<file path="src/rtl/psc_pkg.sv">
// shared types and constants of the pending signal controller
package psc_pkg;

  localparam int unsigned DATA_W  = 48;
  localparam int unsigned COUNT_W = 6;
  localparam int unsigned SIG_W   = 5;
  localparam int unsigned OP_W    = 2;
  localparam int unsigned STAT_W  = 2;
  localparam int unsigned IDX_W   = 1;

  localparam int unsigned SIGNAL_COUNT_DEF = 32;
  localparam int unsigned ADDR_BITS_DEF    = 48;

  localparam logic [OP_W-1:0] OP_DELIVER = 2'd0;
  localparam logic [OP_W-1:0] OP_ACK     = 2'd1;
  localparam logic [OP_W-1:0] OP_RETURN  = 2'd2;

  localparam logic [STAT_W-1:0] STAT_OK       = 2'd0;
  localparam logic [STAT_W-1:0] STAT_PENDING  = 2'd1;
  localparam logic [STAT_W-1:0] STAT_NO_ENTRY = 2'd2;

  localparam logic [IDX_W-1:0] CFG_ENTRY_ADDRESS = 1'b0;
  localparam logic [IDX_W-1:0] CFG_ENTRY_VALID   = 1'b1;

  typedef struct packed {
    logic load;
    logic exec;
  } psc_cmd_t;

endpackage

</file>
<file path="src/rtl/pending_signal_controller.sv">
// top level of the pending signal controller
// the input is captured, then the result is registered in the execute step once the output slot is free
// a new item is not taken until the current one has passed the capture and execute steps
// a finished result waits in the output registers while the next item is taken
// reset: asynchronous, clears the signal state, configuration and the result valid
module pending_signal_controller #(
  parameter int unsigned SIGNAL_COUNT = psc_pkg::SIGNAL_COUNT_DEF,
  parameter int unsigned ADDR_BITS    = psc_pkg::ADDR_BITS_DEF
) (
  input  logic                        clk_i,
  input  logic                        rst_ni,
  input  logic                        cfg_we_i,
  input  logic [psc_pkg::IDX_W-1:0]   cfg_index_i,
  input  logic [psc_pkg::DATA_W-1:0]  cfg_wdata_i,
  input  logic                        in_valid_i,
  output logic                        in_stall_o,
  input  logic [psc_pkg::OP_W-1:0]    opcode_i,
  input  logic [psc_pkg::SIG_W-1:0]   signal_number_i,
  input  logic                        coalesce_i,
  input  logic [psc_pkg::DATA_W-1:0]  current_ip_i,
  output logic                        out_valid_o,
  input  logic                        out_stall_i,
  output logic [psc_pkg::STAT_W-1:0]  status_o,
  output logic [psc_pkg::DATA_W-1:0]  next_ip_o,
  output logic                        redirected_o,
  output logic [psc_pkg::COUNT_W-1:0] lowest_pending_o,
  output logic [psc_pkg::DATA_W-1:0]  saved_return_ip_o,
  output logic [psc_pkg::COUNT_W-1:0] pending_total_o
);
  import psc_pkg::*;

  psc_cmd_t cmd;

  psc_ctrl u_ctrl (
    .clk_i       (clk_i),
    .rst_ni      (rst_ni),
    .in_valid_i  (in_valid_i),
    .in_stall_o  (in_stall_o),
    .out_valid_o (out_valid_o),
    .out_stall_i (out_stall_i),
    .cmd_o       (cmd)
  );

  psc_datapath #(
    .SIGNAL_COUNT (SIGNAL_COUNT),
    .ADDR_BITS    (ADDR_BITS)
  ) u_datapath (
    .clk_i             (clk_i),
    .rst_ni            (rst_ni),
    .cmd_i             (cmd),
    .cfg_we_i          (cfg_we_i),
    .cfg_index_i       (cfg_index_i),
    .cfg_wdata_i       (cfg_wdata_i),
    .opcode_i          (opcode_i),
    .signal_number_i   (signal_number_i),
    .coalesce_i        (coalesce_i),
    .current_ip_i      (current_ip_i),
    .status_o          (status_o),
    .next_ip_o         (next_ip_o),
    .redirected_o      (redirected_o),
    .lowest_pending_o  (lowest_pending_o),
    .saved_return_ip_o (saved_return_ip_o),
    .pending_total_o   (pending_total_o)
  );

endmodule

</file>
<file path="src/rtl/psc_ctrl.sv">
// controller: input capture and result slot sequencing
module psc_ctrl (
  input  logic              clk_i,
  input  logic              rst_ni,
  input  logic              in_valid_i,
  output logic              in_stall_o,
  output logic              out_valid_o,
  input  logic              out_stall_i,
  output psc_pkg::psc_cmd_t cmd_o
);
  import psc_pkg::*;

  localparam logic ST_IDLE = 1'b0;
  localparam logic ST_EXEC = 1'b1;

  logic state_q, state_d;
  logic out_valid_q, out_valid_d;
  logic slot_free;

  assign slot_free   = !out_valid_q || !out_stall_i;
  assign in_stall_o  = (state_q != ST_IDLE);
  assign out_valid_o = out_valid_q;

  always_comb begin
    state_d     = state_q;
    out_valid_d = out_valid_q && out_stall_i;
    cmd_o.load  = 1'b0;
    cmd_o.exec  = 1'b0;
    case (state_q)
      ST_IDLE: begin
        if (in_valid_i) begin
          cmd_o.load = 1'b1;
          state_d    = ST_EXEC;
        end
      end
      ST_EXEC: begin
        if (slot_free) begin
          cmd_o.exec  = 1'b1;
          out_valid_d = 1'b1;
          state_d     = ST_IDLE;
        end
      end
      default: begin
        state_d = ST_IDLE;
      end
    endcase
  end

  always_ff @(posedge clk_i or negedge rst_ni) begin
    if (!rst_ni) begin
      state_q     <= ST_IDLE;
      out_valid_q <= 1'b0;
    end else begin
      state_q     <= state_d;
      out_valid_q <= out_valid_d;
    end
  end

endmodule

</file>
<file path="src/rtl/psc_datapath.sv">
// datapath: signal state, configuration and result registers
module psc_datapath #(
  parameter int unsigned SIGNAL_COUNT = psc_pkg::SIGNAL_COUNT_DEF,
  parameter int unsigned ADDR_BITS    = psc_pkg::ADDR_BITS_DEF
) (
  input  logic                           clk_i,
  input  logic                           rst_ni,
  input  psc_pkg::psc_cmd_t              cmd_i,
  input  logic                           cfg_we_i,
  input  logic [psc_pkg::IDX_W-1:0]      cfg_index_i,
  input  logic [psc_pkg::DATA_W-1:0]     cfg_wdata_i,
  input  logic [psc_pkg::OP_W-1:0]       opcode_i,
  input  logic [psc_pkg::SIG_W-1:0]      signal_number_i,
  input  logic                           coalesce_i,
  input  logic [psc_pkg::DATA_W-1:0]     current_ip_i,
  output logic [psc_pkg::STAT_W-1:0]     status_o,
  output logic [psc_pkg::DATA_W-1:0]     next_ip_o,
  output logic                           redirected_o,
  output logic [psc_pkg::COUNT_W-1:0]    lowest_pending_o,
  output logic [psc_pkg::DATA_W-1:0]     saved_return_ip_o,
  output logic [psc_pkg::COUNT_W-1:0]    pending_total_o
);
  import psc_pkg::*;

  localparam int unsigned KeepW = (ADDR_BITS < DATA_W) ? ADDR_BITS : DATA_W;
  localparam logic [COUNT_W-1:0] NoneCode = COUNT_W'(SIGNAL_COUNT);

  // captured item
  logic [OP_W-1:0]   op_q;
  logic [SIG_W-1:0]  sig_q;
  logic              coal_q;
  logic [DATA_W-1:0] cur_q;

  // configuration
  logic [KeepW-1:0]  entry_q;
  logic              entry_valid_q;

  // signal state
  logic [SIGNAL_COUNT-1:0] bits_q, bits_d;
  logic [COUNT_W-1:0]      count_q, count_d;
  logic                    handler_q, handler_d;
  logic [KeepW-1:0]        saved_q, saved_d;

  // result
  logic [STAT_W-1:0]  status_q, status_d;
  logic [DATA_W-1:0]  next_q, next_d;
  logic               redir_q, redir_d;
  logic [COUNT_W-1:0] lowest_q, lowest_d;

  logic [SIGNAL_COUNT-1:0] hot;
  logic                    in_range;
  logic                    hit;

  always_comb begin
    for (int i = 0; i < SIGNAL_COUNT; i++) begin
      hot[i] = (int'(sig_q) == i);
    end
  end

  assign in_range = |hot;
  assign hit      = |(bits_q & hot);

  always_comb begin
    bits_d    = bits_q;
    count_d   = count_q;
    handler_d = handler_q;
    saved_d   = saved_q;
    status_d  = STAT_OK;
    next_d    = cur_q;
    redir_d   = 1'b0;
    case (op_q)
      OP_DELIVER: begin
        if (in_range) begin
          if (hit) begin
            if (!coal_q) begin
              status_d = STAT_PENDING;
            end
          end else begin
            bits_d  = bits_q | hot;
            count_d = count_q + COUNT_W'(1);
          end
        end
      end
      OP_ACK: begin
        handler_d = 1'b0;
        if (hit) begin
          bits_d  = bits_q & ~hot;
          count_d = count_q - COUNT_W'(1);
        end
      end
      OP_RETURN: begin
        if ((count_q != '0) && !handler_q) begin
          if (!entry_valid_q) begin
            status_d = STAT_NO_ENTRY;
          end else begin
            saved_d   = KeepW'(cur_q);
            next_d    = DATA_W'(entry_q);
            handler_d = 1'b1;
            redir_d   = 1'b1;
          end
        end
      end
      default: begin
        status_d = STAT_OK;
      end
    endcase
  end

  // lowest set bit of the updated bitmap
  always_comb begin
    lowest_d = NoneCode;
    for (int i = SIGNAL_COUNT - 1; i >= 0; i--) begin
      if (bits_d[i]) begin
        lowest_d = COUNT_W'(i);
      end
    end
  end

  always_ff @(posedge clk_i) begin
    if (cmd_i.load) begin
      op_q   <= opcode_i;
      sig_q  <= signal_number_i;
      coal_q <= coalesce_i;
      cur_q  <= current_ip_i;
    end
    if (cmd_i.exec) begin
      status_q <= status_d;
      next_q   <= next_d;
      redir_q  <= redir_d;
    end
  end

  always_ff @(posedge clk_i or negedge rst_ni) begin
    if (!rst_ni) begin
      entry_q       <= '0;
      entry_valid_q <= 1'b0;
    end else if (cfg_we_i) begin
      if (cfg_index_i == CFG_ENTRY_ADDRESS) begin
        entry_q <= KeepW'(cfg_wdata_i);
      end
      if (cfg_index_i == CFG_ENTRY_VALID) begin
        entry_valid_q <= cfg_wdata_i[0];
      end
    end
  end

  always_ff @(posedge clk_i or negedge rst_ni) begin
    if (!rst_ni) begin
      bits_q    <= '0;
      count_q   <= '0;
      handler_q <= 1'b0;
      saved_q   <= '0;
      lowest_q  <= NoneCode;
    end else if (cmd_i.exec) begin
      bits_q    <= bits_d;
      count_q   <= count_d;
      handler_q <= handler_d;
      saved_q   <= saved_d;
      lowest_q  <= lowest_d;
    end
  end

  assign status_o          = status_q;
  assign next_ip_o         = next_q;
  assign redirected_o      = redir_q;
  assign lowest_pending_o  = lowest_q;
  assign saved_return_ip_o = DATA_W'(saved_q);
  assign pending_total_o   = count_q;

endmodule

</file>
<file path="config.mk">
export PLATFORM = sky130hd
export DESIGN_NAME = pending_signal_controller
export DESIGN_NICKNAME = d
export VERILOG_FILES = /design/src/rtl/psc_pkg.sv /design/src/rtl/pending_signal_controller.sv /design/src/rtl/psc_ctrl.sv /design/src/rtl/psc_datapath.sv
export SDC_FILE = /design/constraint.sdc
export NUM_CORES = 1
export LEC_CHECK = 0
export BUFFER_PORTS_ARGS = -buffer_cell sky130_fd_sc_hd__buf_4
export CAP_MARGIN = 20
export CORE_MARGIN = 5
export CORE_UTILIZATION = 35
export CTS_CLUSTER_DIAMETER = 40
export CTS_CLUSTER_SIZE = 40
export DETAILED_ROUTE_END_ITERATION = 6
export HOLD_SLACK_MARGIN = 0.12
export PLACE_DENSITY = 0.67
export SETUP_SLACK_MARGIN = 0.15
export SLEW_MARGIN = 10
export SYNTH_ARGS = -nofsm -noshare
export SYNTH_HDL_FRONTEND = slang
export SYNTH_HIERARCHICAL = 1
export SYNTH_SLANG_ARGS = --single-unit
export TNS_END_PERCENT = 5
</file>
<file path="constraint.sdc">
create_clock -name clk_i -period 5.85 [get_ports clk_i]
set_input_delay 0.2925 -clock clk_i [delete_from_list [all_inputs] [get_ports clk_i]]
set_output_delay 0.2925 -clock clk_i [all_outputs]
set_load 0.01 [all_outputs]
</file>
==> results.txt <==
Post-synth EDFFs = 107
arrival time at the worst endpoint = 4750 ps
row count = 65
post-synthesis cell area = 11300 um^2
deepest clock path buffer count = 3
top-count cell post-synth = nand2_1
crit path capture type = flop
first-pass GRT wire length = 58.1 mm
Synth area leader = dfrtp_1
Pre-antenna DRT Iters = 5
max_slew headroom = 24.3%
top_reg_cell synth = dfrtp_1
internal power = 4.36 mW
post-synth cell types = 71
Layout area overhead = 40.0%
Die Width = 190 um
Routed WL per cell = 21.7 um
DRT iter0 DRCs = 727
antenna viol nets, final = 0
final WL = 38.7 mm
final instance area = 15900 um^2
vias per cell = 5.29
Tcrit/Tclk final = 74.7%
residual DRC count = 0
Setup TNS = 0 ps
critical path peak fanout = 24
power density over cell area = 397 nW/um^2
Setup-failing EPs final = 0
Clock transition at path regs = 60 ps
P_leak = 6.67 nW
largest net degree at the start of global routing = 80
Num CTS Buffers = 37
skew final = 25.0 ps
GR Overflow Total = 0
share of layout cells above drive strength 1 = 32.6%
VDD IR max = 0.296 mV
sequential fraction of the synthesis area = 60.2%
Synth Warn # = 6
TritonCTS clock tree = built
dpl cell area = 13500 um^2
Die Area = 36100 um^2
Final Max Tran Viols = 0
Post-Synthesis Cells = 982
fmax = 229 MHz
CP Launch Type = flop
switching share of power = 30.7%
worst hold path type = in2reg
Max-Cap Viols = 0
CTS sink count = 251
switching power = 1.93 mW
unrepaired setup endpoints after global routing = no
initial core utilization = 35.6%
vias = 9429
asr flop ratio synth = 57.4%
Die Y = 190 um
synth top area cells = dfrtp_1, edfxtp_1, mux2_2, nand2_1, o21ai_0
Tot GR Track Use = 20.7%
Clock Power Share = 35.0%
Syn Area/Cell = 11.5 um^2
endpoints failing hold = 0
Final HPWL DP = 25.5 mm
CTS H-tree depth = 2
Crit Path Class = reg2reg
Filler Cell Count = 2776
Worst Max-Slew Pin Slew = 1120 ps
final net count = 1432
Core Area = 31800 um^2
Comb power frac = 24.9%
synthesized flop and latch total = 251
fin crit period = 4370 ps
Worst EP required = 6230 ps
final RePlAce weighted congestion = 0.973
PortBufs = 222
Sequential Power Share = 40.0%
status = complete, no violations
clk_lat worst skew = 530 ps
post-synth top area share = 31.6%
number of global-route vias before repair = 9760
# IOs = 223
top cells by count, synth = nand2_1, dfrtp_1, mux2_2
Syn Nets = 1097
initial antenna violation count = 1
root buffer cell = clkbuf_16
==> placed cells by master (no fill, tap or decap), drive strengths merged, types with 4 or more instances in the layout <==
cell type      n
nor2b         11
a311oi         5
nand2        195
nand2b         6
a211oi        17
clkinv         8
mux2         109
dlygate4sd3  106
nor3b          4
ha             4
xnor2          4
o21a           6
clkbuf        46
nor3          12
a211o          5
a21oi         43
a31oi         23
o21ai         65
a21boi         5
a22oi          7
o211ai         6
and3           5
a21o           8
dfrtp        143
nor4           6
nand3         13
buf          248
o41ai          6
or2            6
and2           4
or3           10
o31ai          7
inv           21
nor2          31
edfxtp       107
==> registers in the layout, indices dropped and copies added (netlist names), 2 cells and up <==
| name | cells |
|---|---|
| u_datapath/saved_return_ip_o | 48 |
| u_datapath/next_ip_o | 48 |
| u_datapath/status_o | 2 |
| u_datapath/lowest_pending_o | 6 |
| u_datapath/op_q | 2 |
| u_datapath/bits_q | 32 |
| u_datapath/sig_q | 5 |
| u_datapath/pending_total_o | 6 |
| u_datapath/cur_q | 48 |
| u_datapath/entry_q | 48 |
==> worst paths after layout <==
kind	from	endpoint	slack (ps)	depth (start not counted)
worst max-delay path	u_datapath/sig_q[0]	u_datapath/lowest_pending_o[0]	1480	13
worst min-delay path	cfg_we_i	u_datapath/entry_valid_q	200	3
worst max register to register	u_datapath/sig_q[0]	u_datapath/lowest_pending_o[0]	1480	13
worst min register to register	u_datapath/lowest_pending_o[2]	u_datapath/lowest_pending_o[2]	490	1
max in group asynchronous	rst_ni	u_datapath/bits_q[25]	4080	3
min in group asynchronous	rst_ni	u_datapath/bits_q[4]	380	2
==> through the flow <==
step | cells | hold WS [ps] | total power [mW] | worst slack [ps] | util, %
2_1_floorplan | 982 | -3.09 | 3.25 | 1500 | -
3_5_place_dp | 1606 | 394 | 4.03 | 1620 | 42.6
3_3_place_gp | 1606 | 394 | 4.01 | 1690 | 42.6
6_report | 1782 | 202 | 6.29 | 1480 | 49.9
4_1_cts | 1780 | 175 | 6.33 | 1590 | 49.8
5_1_grt | 1781 | 179 | 6.59 | 1310 | 49.9
==> routing by layer <==
layer	vias up	global-route usage [%]	wire length (um)
li1	4272	-	-
met1	4657	27.5	16100
met2	410	33.8	18300
met3	90	3.60	2790
met4	0	8.12	1450
met5	-	0	0
==> logic make-up after synthesis <==
group / count (synthesis) / synth area share (%)
adder cells (fa/ha/maj): 5 / 0.618
multiplexers: 112 / 11.1
AO/OA/AOI/OAI: 227 / 12.9
AND/OR/NAND/NOR: 312 / 12.2
XOR/XNOR: 6 / 0.464
flip-flops: 251 / 60.2
buffers and inverters: 69 / 2.50
==> power by group through the flow <==
stage / Combinational (mW) / Clock, mW / Sequential, mW
2_1_floorplan: 0.677 / 0 / 2.57
3_3_place_gp: 1.48 / 0 / 2.53
3_5_place_dp: 1.50 / 0 / 2.54
4_1_cts: 1.56 / 2.26 / 2.51
5_1_grt: 1.69 / 2.34 / 2.56
6_report: 1.57 / 2.20 / 2.52
==> area by class of cell <==
class | instances | area (um^2) | share of cell area (%)
Antenna cell | 1 | 2.50 | 0.0158
Timing Repair Buffer | 354 | 2930 | 18.5
Clock buffer | 46 | 1010 | 6.37
Inverter | 11 | 41.3 | 0.260
Tap cell | 435 | 544 | 3.43
Clock inverter | 22 | 245 | 1.55
Multi-Input combinational cell | 662 | 4270 | 26.9
Sequential cell | 251 | 6820 | 43.0
==> critical path, stage by stage (launching register included) <==
cell      delay (ps)
edfxtp_1         680
and3b_1          450
and2_1           240
o41ai_2          300
a31oi_1          110
buf_4            240
or3_1            620
buf_4            290
buf_4            180
or3_1            370
a31oi_1          200
o211ai_1         200
a31oi_1          240
o21ai_1          100
==> what timing repair did <==
| action | 4_1_cts | 5_1_grt |
|---|---|---|
| setup endpoints to repair | 0 | 0 |
| hold buffers | 106 | 0 |
| buffers inserted | 0 | 0 |
| resized for setup | 0 | 0 |
| endpoints found under the hold margin | 185 | 0 |
Note: power is estimated with default switching activity, not from simulation.
